$ cat src/design/message_ring_with_read_transform_top_defines.svh
// Assertion macros used by the message ring control (mrt_ctrl).
`ifndef MESSAGE_RING_WITH_READ_TRANSFORM_TOP_DEFINES_SVH
`define MESSAGE_RING_WITH_READ_TRANSFORM_TOP_DEFINES_SVH

// Same-cycle implication, disabled while in reset.
`define MRT_ASSERT_SAME(label, clk, rst_n, ante, cons, msg) \
    label: assert property (@(posedge clk) disable iff (!rst_n) (ante) |-> (cons)) \
        else $error(msg);

// Next-cycle implication, disabled while in reset.
`define MRT_ASSERT_NEXT(label, clk, rst_n, ante, cons, msg) \
    label: assert property (@(posedge clk) disable iff (!rst_n) (ante) |=> (cons)) \
        else $error(msg);

`endif

$ cat src/design/mrt_ram.sv
// Generic simple dual-port RAM with registered read.
module mrt_ram #(
    parameter int WIDTH = 8,
    parameter int DEPTH = 256,
    localparam int AW = (DEPTH > 1) ? $clog2(DEPTH) : 1
) (
    input  logic             clk,
    input  logic             we,
    input  logic [AW-1:0]    waddr,
    input  logic [WIDTH-1:0] wdata,
    input  logic             re,
    input  logic [AW-1:0]    raddr,
    output logic [WIDTH-1:0] rdata
);

    logic [WIDTH-1:0] mem [DEPTH];
    logic [WIDTH-1:0] rdata_reg;

    always_ff @(posedge clk)
    begin
        if (we)
        begin
            mem[waddr] <= wdata;
        end
        if (re)
        begin
            rdata_reg <= mem[raddr];
        end
    end

    assign rdata = rdata_reg;

endmodule

$ cat config.mk
export PLATFORM = sky130hd
export DESIGN_NAME = mrt_ram
export DESIGN_NICKNAME = d
export VERILOG_FILES = /design/src/design/message_ring_with_read_transform_top_defines.svh /design/src/design/mrt_ram.sv
export SDC_FILE = /design/constraint.sdc
export NUM_CORES = 2
export LEC_CHECK = 0
export ABC_AREA = 0
export BUFFER_PORTS_ARGS = -buffer_cell sky130_fd_sc_hd__buf_2
export CAP_MARGIN = 20
export CORE_MARGIN = 5
export CORE_UTILIZATION = 55
export CTS_BUF_LIST = sky130_fd_sc_hd__clkbuf_2 sky130_fd_sc_hd__clkbuf_4 sky130_fd_sc_hd__clkbuf_8
export DETAILED_ROUTE_END_ITERATION = 16
export GPL_ROUTABILITY_DRIVEN = 1
export PLACE_DENSITY = 0.78
export RECOVER_POWER = 25
export SYNTH_ARGS = -nofsm -noshare
export SYNTH_HDL_FRONTEND = slang
export SYNTH_SLANG_ARGS = --single-unit
$ cat constraint.sdc
create_clock -name clk -period 2.45 [get_ports clk]
set_input_delay 0.1225 -clock clk [delete_from_list [all_inputs] [get_ports clk]]
set_output_delay 0.1225 -clock clk [all_outputs]
set_load 0.01 [all_outputs]
==> metrics.md <==
| Metric | Value |
|---|---|
| Status | finished, violations left |
| Failing checks | capacitance limit, slew limit |
| Power Density | 761 mW/mm^2 |
| Final core utilization | 64.6% |
| Chip width | 391 microns |
| CORE AREA | 0.144 sq mm |
| Largest net degree at the start of global routing | 100 |
| Combinational share of power | 5.7% |
| CTS sink count | 2056 |
| Hold Vio Cnt, Final | 0 |
| Pre-CTS setup slack | -0.899 ns |
| Number of max-cap violations | 8 |
| Via count | 42.6k |
| Period utilisation layout | 99.6% |
| Post-synth EDFFs | 2056 |
| CTS tree | done |
| CTS buffer count | 328 |
| Critical-path top delay cell | nor4_1 |
| Switching pwr | 15100 uW |
| Starting Density | 55.4% |
| Clock skew after layout | 0.0764 ns |
| Setup WS post-layout | 0.00862 ns |
| Hold Crit Start | raddr[4] |
| Layout cells sized above 1 | 35.0% |
| Asr flop ratio synth | 0% |
| Hold Crit Class | input pin to register |
| GR Overflow Total | 0 |
| Clock share of power | 39.3% |
| WP data arrival | 3.19 ns |
| F_max | 410 MHz |
| Routed len/inst | 29.3 microns |
| Layout net count | 4574 |
| Tightest Pin Transition | 2.59 ns |
| Leak Pwr | 0.0304 uW |
| Seq/Total Area, Yosys | 77.5% |
| Htree depth | 5 |
| Initial antenna violation count | 10 |
| Crit-path max FO | 2 |
| Cell taking the most area after synthesis | edfxtp_1 |
| Vias/cell | 6.38 |
| Crit-path leading delay family | simple AND/OR/NAND/NOR gates |
| R2R Path End | rdata[6]$_DFFE_PP_ |
| Rel. slew slack | -73.0% |
| Synthesized Nets | 3760 |
| Clk slew on worst S/H paths | 0.06 ns |
| WHS Endpoint | rdata[6]$_DFFE_PP_ |
| Req. time, crit path | 3.20 ns |
| Avg Cell Area, Syn | 21.3 sq um |
| Synth Flop Type | edfxtp_1 |
| GPL Wtd Cong | 0.899 |
| Post-CTS Setup Inserts | 0 |
| Sequence of cells on the critical path | mux4_2, o311ai_0, o22ai_1, nor4_1, buf_4, nor4_2 |
| Post-synth cell types | 54 |
| Post-Synthesis Cells | 3733 |
| Port Buffers | 34 |
| Clk_lat worst skew | 0.99 ns |
| Die H | 391 microns |
| Wire length reported by the detailed router | 196000 microns |
| Internal | 55600 uW |
| # fillers | 8891 |
| Worst Reg2Reg Path Length in Cells | 6 |
| CP Class | register to register |
| Final min period | 2.44 ns |
| Slowest stage delay, CP | 0.54 ns |
| Vias in the first global route | 43.3k |
| Row Count | 139 |
| Residual DRC count | 0 |
| CP bufs+invs | 1 |
| Worst-case hold slack | 0.205 ns |
| CTS Buffer Depth | 4 |
| Largest cells by area after synthesis | edfxtp_1 (78%), mux4_2 (13%), mux2i_1 (1.7%) |
| Unrepaired setup endpoints after global routing | true |
| Inst Count DP | 6101 |
| Share of the synthesized area in the top cell type | 77.5% |
| Crit start category | register |
| Post-DRT Antenna Nets | 0 |
| Max reg flops | 2048 |
| TNS Setup | 0 ns |
| Hold Crit Depth | 5 |
| Area Growth Syn to Fin | 16.7% |
| Die Footprint | 0.153 sq mm |
| Dpl hpwl | 126000 microns |
| GRT Total Usage | 25.9% |
| Worst R2R Setup Slack | 0.009 ns |
| First-pass GRT wire length | 288000 microns |
| Peak VDD IR | 0.000620 V |
| CP Capture Type | register |
| # IOs | 35 |
| Clk root buf | clkbuf_8 |
| Synthesized cell area | 0.0796 sq mm |
| Final cell count without fillers | 6680 |
| Count of pins over their slew limit | 639 |
| Endpoints failing setup | 0 |
| Drt pass-1 iters | 6 |
| Synth Warn # | 0 |
| Critical R2R Launch | mem[235][6]$_DFFE_PP_ |
| Sw Share | 21.4% |
| Drt initial violations | 6089 |
| Synthesized flop and latch total | 2056 |
| Reg power frac | 55.0% |
-- metal layers --
layer	global-route usage, %	up-vias	routed length, microns
met1	35.8	21800	70100
met2	40.1	3014	92900
met3	7.03	491	24700
li1	-	17400	-
met4	9.84	8	7880
met5	0	-	49
-- worst max path at each step --
stage                                startpoint                  to  slack, ns  depth (start not counted)
after global routing       mem[64][1]$_DFFE_PP_  rdata[1]$_DFFE_PP_      -0.01                          6
after floorplan                        raddr[0]  rdata[2]$_DFFE_PP_       0.25                          9
final                     mem[235][6]$_DFFE_PP_  rdata[6]$_DFFE_PP_      0.009                          6
after detailed placement               raddr[0]  rdata[6]$_DFFE_PP_      -0.90                          9
after CTS                  mem[83][4]$_DFFE_PP_  rdata[4]$_DFFE_PP_       0.01                          6
after global placement                 raddr[0]  rdata[6]$_DFFE_PP_      -0.75                          9
-- power groups by stage --
stage	sequential, uW	combinational, uW	clock (uW)
5_1_grt	38900	4170	30000
2_1_floorplan	39600	1880	0
3_5_place_dp	39600	3910	0
3_3_place_gp	39600	3820	0
4_1_cts	38900	3970	28200
6_report	38900	4000	27800
-- synth_stat cells (3+ instances only) --
library cell,number
nor4_1,24
edfxtp_1,2056
buf_1,22
nand4_1,10
o21ai_0,10
buf_2,31
buf_8,13
buf_12,8
or2_2,4
nor3_1,22
nand2_1,33
a21oi_1,96
a22o_1,8
clkbuf_1,111
o221ai_1,46
o32ai_1,4
o211ai_1,10
o22a_1,5
a221oi_1,13
a22oi_1,133
nor2b_1,31
o22ai_1,28
a211oi_1,16
mux4_2,454
and2_1,6
mux2i_1,134
buf_6,21
nand3_1,34
nor2_1,282
nand2b_1,8
nor4_2,3
buf_4,27
-- worst register-to-register path, cell delays in order, from the launching register on --
cell and delay (ns):
edfxtp_1 0.36, mux4_2 0.50, o311ai_0 0.30, o22ai_1 0.20
nor4_1 0.54, buf_4 0.26, nor4_2 0.06
-- cells by family (layout without fill, tap and decap cells) --
family                 after synthesis  in the layout  synth area share, %
AO/OA/AOI/OAI                      385            385                 3.42
buffers and inverters              235           1273                 1.83
flip-flops                        2056           2056                 77.5
multiplexers                       591            591                 14.6
other                                0              6                    0
AND/OR/NAND/NOR                    466            466                 2.63
-- area by class of cell --
type | instances | area, sq um | share of cell area, %
Clock inverter | 102 | 633 | 0.681
Clock buffer | 452 | 5500 | 5.91
Inverter | 2 | 7.51 | 0.00808
Multi-Input combinational cell | 1442 | 16600 | 17.8
Tap cell | 1903 | 2380 | 2.56
Sequential cell | 2056 | 61700 | 66.4
Timing Repair Buffer | 717 | 6110 | 6.58
Antenna cell | 6 | 15.0 | 0.0162
-- cells in the final DEF, fill, tap and decap left out, drive strengths merged, types with 19 or more instances in the layout --
cell type,Yosys,routed
clkinv,1,89
edfxtp,2056,2056
clkbuf,111,477
nand3,34,34
a21oi,96,96
o221ai,47,47
dlygate4sd3,0,19
nor3,22,22
mux2i,134,134
nand2,33,33
mux4,456,456
nor2,282,282
buf,122,673
nor2b,31,31
a22oi,133,133
o22ai,28,28
nor4,27,27
-- per-stage QoR --
step	cell area, sq um	total power [uW]
after floorplan	79600	41500
after global placement	86700	43400
after detailed placement	86700	43500
after CTS	93100	71000
after global routing	92900	73100
final	93000	70700
-- repair_timing --
item,4_1_cts,5_1_grt
pin swaps,2,2
setup endpoints to repair,5,4
hold endpoints to repair,1954,0
gates resized for setup,9,3
hold buffers,19,0
(Power assumes the default switching activity.)
