[src/design/message_ring_with_read_transform_top_defines.svh]
// Assertion macros used by the message ring control (mrt_ctrl).
`ifndef MESSAGE_RING_WITH_READ_TRANSFORM_TOP_DEFINES_SVH
`define MESSAGE_RING_WITH_READ_TRANSFORM_TOP_DEFINES_SVH

// Same-cycle implication, disabled while in reset.
`define MRT_ASSERT_SAME(label, clk, rst_n, ante, cons, msg) \
    label: assert property (@(posedge clk) disable iff (!rst_n) (ante) |-> (cons)) \
        else $error(msg);

// Next-cycle implication, disabled while in reset.
`define MRT_ASSERT_NEXT(label, clk, rst_n, ante, cons, msg) \
    label: assert property (@(posedge clk) disable iff (!rst_n) (ante) |=> (cons)) \
        else $error(msg);

`endif

[src/design/mrt_pkg.sv]
// Types and constants of the message ring with read transform.
package mrt_pkg;

    localparam int DATA_W   = 8;
    localparam int STATUS_W = 2;
    localparam int OCC_W    = 3;
    localparam int MODE_W   = 2;

    // operation codes
    localparam logic OP_WRITE = 1'b0;
    localparam logic OP_READ  = 1'b1;

    // status codes
    localparam logic [STATUS_W-1:0] ST_OK      = 2'd0;
    localparam logic [STATUS_W-1:0] ST_DROPPED = 2'd1;
    localparam logic [STATUS_W-1:0] ST_EMPTY   = 2'd2;
    localparam logic [STATUS_W-1:0] ST_TRUNC   = 2'd3;

    // transform modes; the unused code behaves as MODE_PLAIN
    localparam logic [MODE_W-1:0] MODE_PLAIN   = 2'd0;
    localparam logic [MODE_W-1:0] MODE_UPPER   = 2'd1;
    localparam logic [MODE_W-1:0] MODE_REVERSE = 2'd2;

    localparam logic [DATA_W-1:0] CHAR_LOWER_A = 8'h61;
    localparam logic [DATA_W-1:0] CHAR_LOWER_Z = 8'h7a;
    localparam logic [DATA_W-1:0] CASE_OFFSET  = 8'd32;

    localparam logic [OCC_W-1:0] OCC_MAX = 3'd7;

    typedef struct packed {
        logic              operation;
        logic [DATA_W-1:0] data_in;
        logic              end_of_message;
    } item_t;

    typedef struct packed {
        logic [DATA_W-1:0]   data_out;
        logic [STATUS_W-1:0] status;
        logic                last_of_message;
        logic [OCC_W-1:0]    occupancy;
    } result_t;

endpackage

[src/design/mrt_ctrl.sv]
// Ring control: slot and cursor state, drop logic, read sequencer and transform.
`include "message_ring_with_read_transform_top_defines.svh"

module mrt_ctrl #(
    parameter int SLOTS     = 8,
    parameter int MSG_BYTES = 256,
    localparam int SW = $clog2(SLOTS),
    localparam int LW = $clog2(MSG_BYTES + 1),
    localparam int CW = (MSG_BYTES > 1) ? $clog2(MSG_BYTES) : 1,
    localparam int AW = (SLOTS * MSG_BYTES > 1) ? $clog2(SLOTS * MSG_BYTES) : 1
) (
    input  logic                        clk,
    input  logic                        rst_n,
    input  logic                        acc,
    input  mrt_pkg::item_t              item,
    input  logic [mrt_pkg::MODE_W-1:0]  mode,
    output logic                        idle,
    output logic                        res_valid,
    output mrt_pkg::result_t            res,
    // message store
    output logic                        st_we,
    output logic [AW-1:0]               st_waddr,
    output logic [mrt_pkg::DATA_W-1:0]  st_wdata,
    output logic                        st_re,
    output logic [AW-1:0]               st_raddr,
    input  logic [mrt_pkg::DATA_W-1:0]  st_rdata,
    // length table
    output logic                        ln_we,
    output logic [SW-1:0]               ln_waddr,
    output logic [LW-1:0]               ln_wdata,
    output logic                        ln_re,
    output logic [SW-1:0]               ln_raddr,
    input  logic [LW-1:0]               ln_rdata
);
    import mrt_pkg::*;

    localparam logic [1:0] S_IDLE = 2'd0;
    localparam logic [1:0] S_LEN  = 2'd1;
    localparam logic [1:0] S_BYTE = 2'd2;

    localparam logic [AW-1:0] MSG_A  = AW'(MSG_BYTES);
    localparam logic [LW-1:0] MSG_L  = LW'(MSG_BYTES);

    logic [1:0]    state_reg, state_next;
    logic [SW-1:0] ws_reg, ws_next;
    logic [SW-1:0] rs_reg, rs_next;
    logic [LW-1:0] wc_reg, wc_next;
    logic          drop_reg, drop_next;
    logic [CW-1:0] rc_reg, rc_next;
    logic          stop_reg, stop_next;
    logic          done_reg, done_next;

    function automatic logic [SW-1:0] next_slot(input logic [SW-1:0] s);
        return (s == SW'(SLOTS - 1)) ? '0 : s + SW'(1);
    endfunction

    // committed messages waiting, saturated
    function automatic logic [OCC_W-1:0] occ_of(input logic [SW-1:0] w,
                                                input logic [SW-1:0] r);
        logic [7:0] d;
        d = 8'(w) - 8'(r);
        if (w < r)
        begin
            d = d + 8'(SLOTS);
        end
        return (d > 8'(OCC_MAX)) ? OCC_MAX : d[OCC_W-1:0];
    endfunction

    always_comb
    begin
        logic          dropping;
        logic [LW-1:0] wc_inc;
        logic [LW-1:0] rc_l;
        logic [LW-1:0] pos_l;
        logic [DATA_W-1:0] byte_v;

        state_next = state_reg;
        ws_next    = ws_reg;
        rs_next    = rs_reg;
        wc_next    = wc_reg;
        drop_next  = drop_reg;
        rc_next    = rc_reg;
        stop_next  = stop_reg;
        done_next  = done_reg;

        res       = '0;
        res_valid = 1'b0;

        st_we    = 1'b0;
        st_waddr = AW'(ws_reg) * MSG_A + AW'(wc_reg);
        st_wdata = item.data_in;
        st_re    = 1'b0;
        st_raddr = '0;
        ln_we    = 1'b0;
        ln_waddr = ws_reg;
        ln_re    = 1'b0;
        ln_raddr = rs_reg;

        wc_inc   = wc_reg + LW'(1);
        ln_wdata = wc_reg;
        rc_l     = LW'(rc_reg);
        pos_l    = rc_l;
        byte_v   = st_rdata;
        dropping = 1'b0;

        unique case (state_reg)
            S_IDLE:
            begin
                if (acc)
                begin
                    if (item.operation == OP_WRITE)
                    begin
                        res_valid = 1'b1;
                        dropping  = drop_reg ||
                                    (wc_reg == '0 && next_slot(ws_reg) == rs_reg);
                        if (dropping)
                        begin
                            res.status = ST_DROPPED;
                            drop_next  = !item.end_of_message;
                        end
                        else
                        begin
                            if (wc_reg < MSG_L)
                            begin
                                st_we      = 1'b1;
                                wc_next    = wc_inc;
                                ln_wdata   = wc_inc;
                                res.status = ST_OK;
                            end
                            else
                            begin
                                res.status = ST_TRUNC;
                            end
                            if (item.end_of_message)
                            begin
                                ln_we   = 1'b1;
                                ws_next = next_slot(ws_reg);
                                wc_next = '0;
                            end
                        end
                    end
                    else if (rs_reg == ws_reg)
                    begin
                        res_valid  = 1'b1;
                        res.status = ST_EMPTY;
                    end
                    else
                    begin
                        ln_re      = 1'b1;
                        stop_next  = item.end_of_message;
                        state_next = S_LEN;
                    end
                end
            end
            S_LEN:
            begin
                if (mode == MODE_REVERSE)
                begin
                    pos_l = ln_rdata - LW'(1) - rc_l;
                end
                st_re      = 1'b1;
                st_raddr   = AW'(rs_reg) * MSG_A + AW'(pos_l);
                done_next  = stop_reg || (rc_l + LW'(1) >= ln_rdata);
                state_next = S_BYTE;
            end
            S_BYTE:
            begin
                if (mode == MODE_UPPER && byte_v >= CHAR_LOWER_A && byte_v <= CHAR_LOWER_Z)
                begin
                    byte_v = byte_v - CASE_OFFSET;
                end
                res_valid           = 1'b1;
                res.data_out        = byte_v;
                res.status          = ST_OK;
                res.last_of_message = done_reg;
                if (done_reg)
                begin
                    rs_next = next_slot(rs_reg);
                    rc_next = '0;
                end
                else
                begin
                    rc_next = rc_reg + CW'(1);
                end
                state_next = S_IDLE;
            end
            default:
            begin
                state_next = S_IDLE;
            end
        endcase

        res.occupancy = occ_of(ws_next, rs_next);
    end

    assign idle = (state_reg == S_IDLE);

    always_ff @(posedge clk or negedge rst_n)
    begin
        if (!rst_n)
        begin
            state_reg <= S_IDLE;
            ws_reg    <= '0;
            rs_reg    <= '0;
            wc_reg    <= '0;
            drop_reg  <= 1'b0;
            rc_reg    <= '0;
            stop_reg  <= 1'b0;
            done_reg  <= 1'b0;
        end
        else
        begin
            state_reg <= state_next;
            ws_reg    <= ws_next;
            rs_reg    <= rs_next;
            wc_reg    <= wc_next;
            drop_reg  <= drop_next;
            rc_reg    <= rc_next;
            stop_reg  <= stop_next;
            done_reg  <= done_next;
        end
    end

    `MRT_ASSERT_SAME(a_acc_idle, clk, rst_n, acc, state_reg == S_IDLE, "word taken while busy")
    `MRT_ASSERT_NEXT(a_len_then_byte, clk, rst_n, state_reg == S_LEN, res_valid, "read result missing")
    `MRT_ASSERT_SAME(a_wc_range, clk, rst_n, 1'b1, wc_reg <= MSG_L, "write cursor overrun")
    `MRT_ASSERT_SAME(a_empty_clean, clk, rst_n, res_valid && res.status == ST_EMPTY, res.data_out == '0 && !res.last_of_message, "empty read carries data")

endmodule

[config.mk]
export PLATFORM = sky130hd
export DESIGN_NAME = mrt_ctrl
export DESIGN_NICKNAME = d
export VERILOG_FILES = /design/src/design/mrt_pkg.sv /design/src/design/mrt_ctrl.sv
export VERILOG_INCLUDE_DIRS = /design/src /design/src/design
export SDC_FILE = /design/constraint.sdc
export NUM_CORES = 1
export LEC_CHECK = 0
export ABC_AREA = 1
export BUFFER_PORTS_ARGS = -buffer_cell sky130_fd_sc_hd__buf_2
export CAP_MARGIN = 30
export CORE_AREA = 2 2 86 88
export DETAILED_ROUTE_END_ITERATION = 10
export DIE_AREA = 0 0 88 90
export HOLD_SLACK_MARGIN = 0.08
export PLACE_DENSITY = 0.7
export SYNTH_ARGS = -nofsm -noshare
export SYNTH_HDL_FRONTEND = slang
export SYNTH_SLANG_ARGS = --single-unit
[constraint.sdc]
create_clock -name clk -period 4.8 [get_ports clk]
set_input_delay 0.96 -clock clk [delete_from_list [all_inputs] [get_ports clk]]
set_output_delay 0.96 -clock clk [all_outputs]
set_load 0.02 [all_outputs]
==> impl_metrics.yaml <==
floorplanning:
  start_util_pct: 43.3
  core_sq_mm: 0.00702
  rows: 31
  die_h_um: 90
  dieArea_sq_mm: 0.00792
  die-width_um: 88
  ios: 97
global_route:
  grt.overflow.total: 0
  grt_use_total_pct: 19.1
  grt_max_degree: 29
  antenna_found_initial: 0
  grt_first_pass_wirelength_mm: 12.4
  grt_pass1_vias: 2722
worst_hold_path:
  holdPathEnd: "state_reg[0]$_DFFE_PN0P_"
  hp-start: "state_reg[1]$_DFFE_PN0P_"
  hold_depth: 1
  min_path_type: "reg2reg"
status:
  status: "finished, final reports clean"
setup_path:
  r2r_cells: 11
  crit_slowest_cell: "dfrtp_1"
  cp-start-kind: "flip-flop"
  end_kind: "primary output"
  critPathKind: "reg2out"
  cp_max_fo: 7
  cp.arrival_ns: 3.53
  crit_chain: "ha_1 > ha_1 > nor2_1 > nand2_1 > nand3_1 > nor2_1 > nor2_2 > nand2_2 > nand2_1 > o21ai_2 > ha_1 > fa_1 > inv_1 > fa_1 > inv_1 > nand2_1 > buf_2"
  cp_data_required_time_ns: 3.84
  path_buf_inv: 3
  timing.rr.end: "wc_reg[8]$_DFFE_PN0P_"
  cpPeakStageDelay_ns: 0.47
  timing.rr.start: "ln_waddr[0]$_DFF_PN0_"
  r2r_setup_slack_ns: 2.56
  crit_family: "adder cells"
clock_network:
  post_cts_buffers: 0
  cts.clk_slew.worst_paths_ns: 0.11
  cts.path.max_buffers: 2
  clock_sinks: 28
  cts_resized: 0
  clk_latency_ns: 0.28
  cts_tree: "built"
  postCtsHoldBufs: 0
  clockRootBuffer: "clkbuf_8"
  cts-buffers-inserted: 3
  cts_max_level: 1
timing:
  tightest_slew_ns: 0.674
  finalMaxSlewViolations: 0
  fin_skew_ns: 0.00501
  relSlewSlack_pct: 55.1
  fmax_mhz: 223
  rsz0062_at_grt: "no"
  setup_viol: 0
  finalCriticalPeriod_ns: 4.49
  hold_viol: 0
  finalSetupTns_ns: 0
  final.period_utilization_pct: 93.6
  hold_ws_ns: 0.529
drt:
  drtIter0Drc: 107
  ant_nets: 0
  viasPerCell: 4.84
  drc_errors: 0
  drt_wl_total_mm: 7.42
  drt-pass1-iter-count: 4
  routedWlPerCell_um: 12.1
  vias: 2965
synthesis:
  synth_area_per_cell_sq_um: 6.76
  ys_warn_count: 0
  synth_top_cell_area_share_pct: 23.1
  ys_seq_area_share_pct: 23.1
  syn-cell-area_sq_mm: 0.00304
  synth-seq-cells: 28
  synth_area_leaders: "dfrtp_1, ha_1, nand2_1"
  synth-edff-count: 0
  async_flop_share_pct: 100
  syn_inst: 449
  synth_cell_types: 36
  synth.net_count: 516
  synth_top_area_cell: "dfrtp_1"
  synthFlopType: "dfrtp_1"
cells_and_area:
  num-nets-final: 581
  largest_reg_flops: 9
  antennaDiodeCount: 0
  drive_gt1_share_pct: 19.9
  n_fill_cell: 713
  area_growth_pct: 14.6
power:
  powerDensity_mw_per_mm2: 548
  power_mw: 1.91
  irDropWorstVdd_v: 0.000558
  power_leakage_nw: 2.05
flow_run:
  max_cap_viol_count: 0
placement:
  place_congestion: 0.925
  portBuffers: 80
  hpwlAfterDp_mm: 5.91
-- per-stage QoR --
step	cell area, sq um	util [%]	setup WS (ns)	instances
floorplan	3040	-	0.867	449
global placement	3420	48.8	0.737	608
detailed placement	3420	48.8	0.674	608
CTS	3480	49.6	0.318	612
global route	3480	49.6	0.0540	612
finish	3480	49.6	0.308	612
-- layout by cell type, fill, tap and decap left out, drive strengths merged --
cell	instances
o22ai	5
a211oi	4
clkbuf	4
nor3b	1
o31ai	2
or2	3
xor2	12
nor2	47
fa	3
ha	32
nand2	89
dfrtp	28
a21oi	27
xnor2	8
nand3	32
nor3	5
inv	84
o21ai	27
o211ai	1
nand3b	3
a31oi	1
and3	1
o21bai	3
nand4	7
buf	82
nor4	1
and2	1
-- power breakdown --
group / internal (mW) / switching (mW)
logic: 0.465 / 0.836
clock network: 0.0736 / 0.0812
registers: 0.313 / 0.137
total: 0.852 / 1.05
-- cells by family (layout without fill, tap and decap cells) --
kind of cell,after synthesis,after routing,share of synthesized area [%]
flip-flops,28,28,23.1
adder cells (fa/ha/maj),35,35,15.2
AND/OR/NAND/NOR,190,190,27.9
XOR/XNOR,20,20,5.77
AO/OA/AOI/OAI,70,70,12.7
buffers and inverters,106,170,15.4
-- routing by layer --
layer	up-vias	wire length (um)	track usage, %
met4	0	48	3.08
met2	81	3470	31.5
met3	4	395	1.29
li1	1552	-	-
met5	-	0	0
met1	1328	3510	27.8
-- synth_stat cells (4+ instances only) --
cell and number:
a211oi_1 4, a21oi_1 27, buf_4 17, dfrtp_1 28
ha_1 32, inv_1 82, nand2_1 87, nand3_1 31
nand4_1 7, nor2_1 40, nor2_2 6, nor3_1 5
o21ai_0 21, o21ai_1 5, o22ai_1 5, xnor2_1 8
xor2_1 12
-- final cells by class --
cell class / instances / area [sq um] / area share (%)
Clock buffer: 4 / 55.1 / 1.58
Inverter: 84 / 315 / 9.06
Multi-Input combinational cell: 315 / 1870 / 53.7
Sequential cell: 28 / 701 / 20.1
Tap cell: 99 / 124 / 3.56
Timing Repair Buffer: 82 / 415 / 11.9
-- worst max path at each step --
| stage | from | end | slack [ns] | cells after the start |
|---|---|---|---|---|
| final | ln_waddr[0]$_DFF_PN0_ | res[2] | 0.31 | 17 |
| after global routing | ln_waddr[0]$_DFF_PN0_ | res[2] | 0.05 | 17 |
| after CTS | ln_waddr[0]$_DFF_PN0_ | res[2] | 0.32 | 17 |
| after detailed placement | ln_waddr[0]$_DFF_PN0_ | res[2] | 0.67 | 17 |
| after global placement | acc | res[2] | 0.74 | 15 |
| after floorplan | ln_waddr[0]$_DFF_PN0_ | res[2] | 0.87 | 16 |
(Power assumes the default switching activity.)
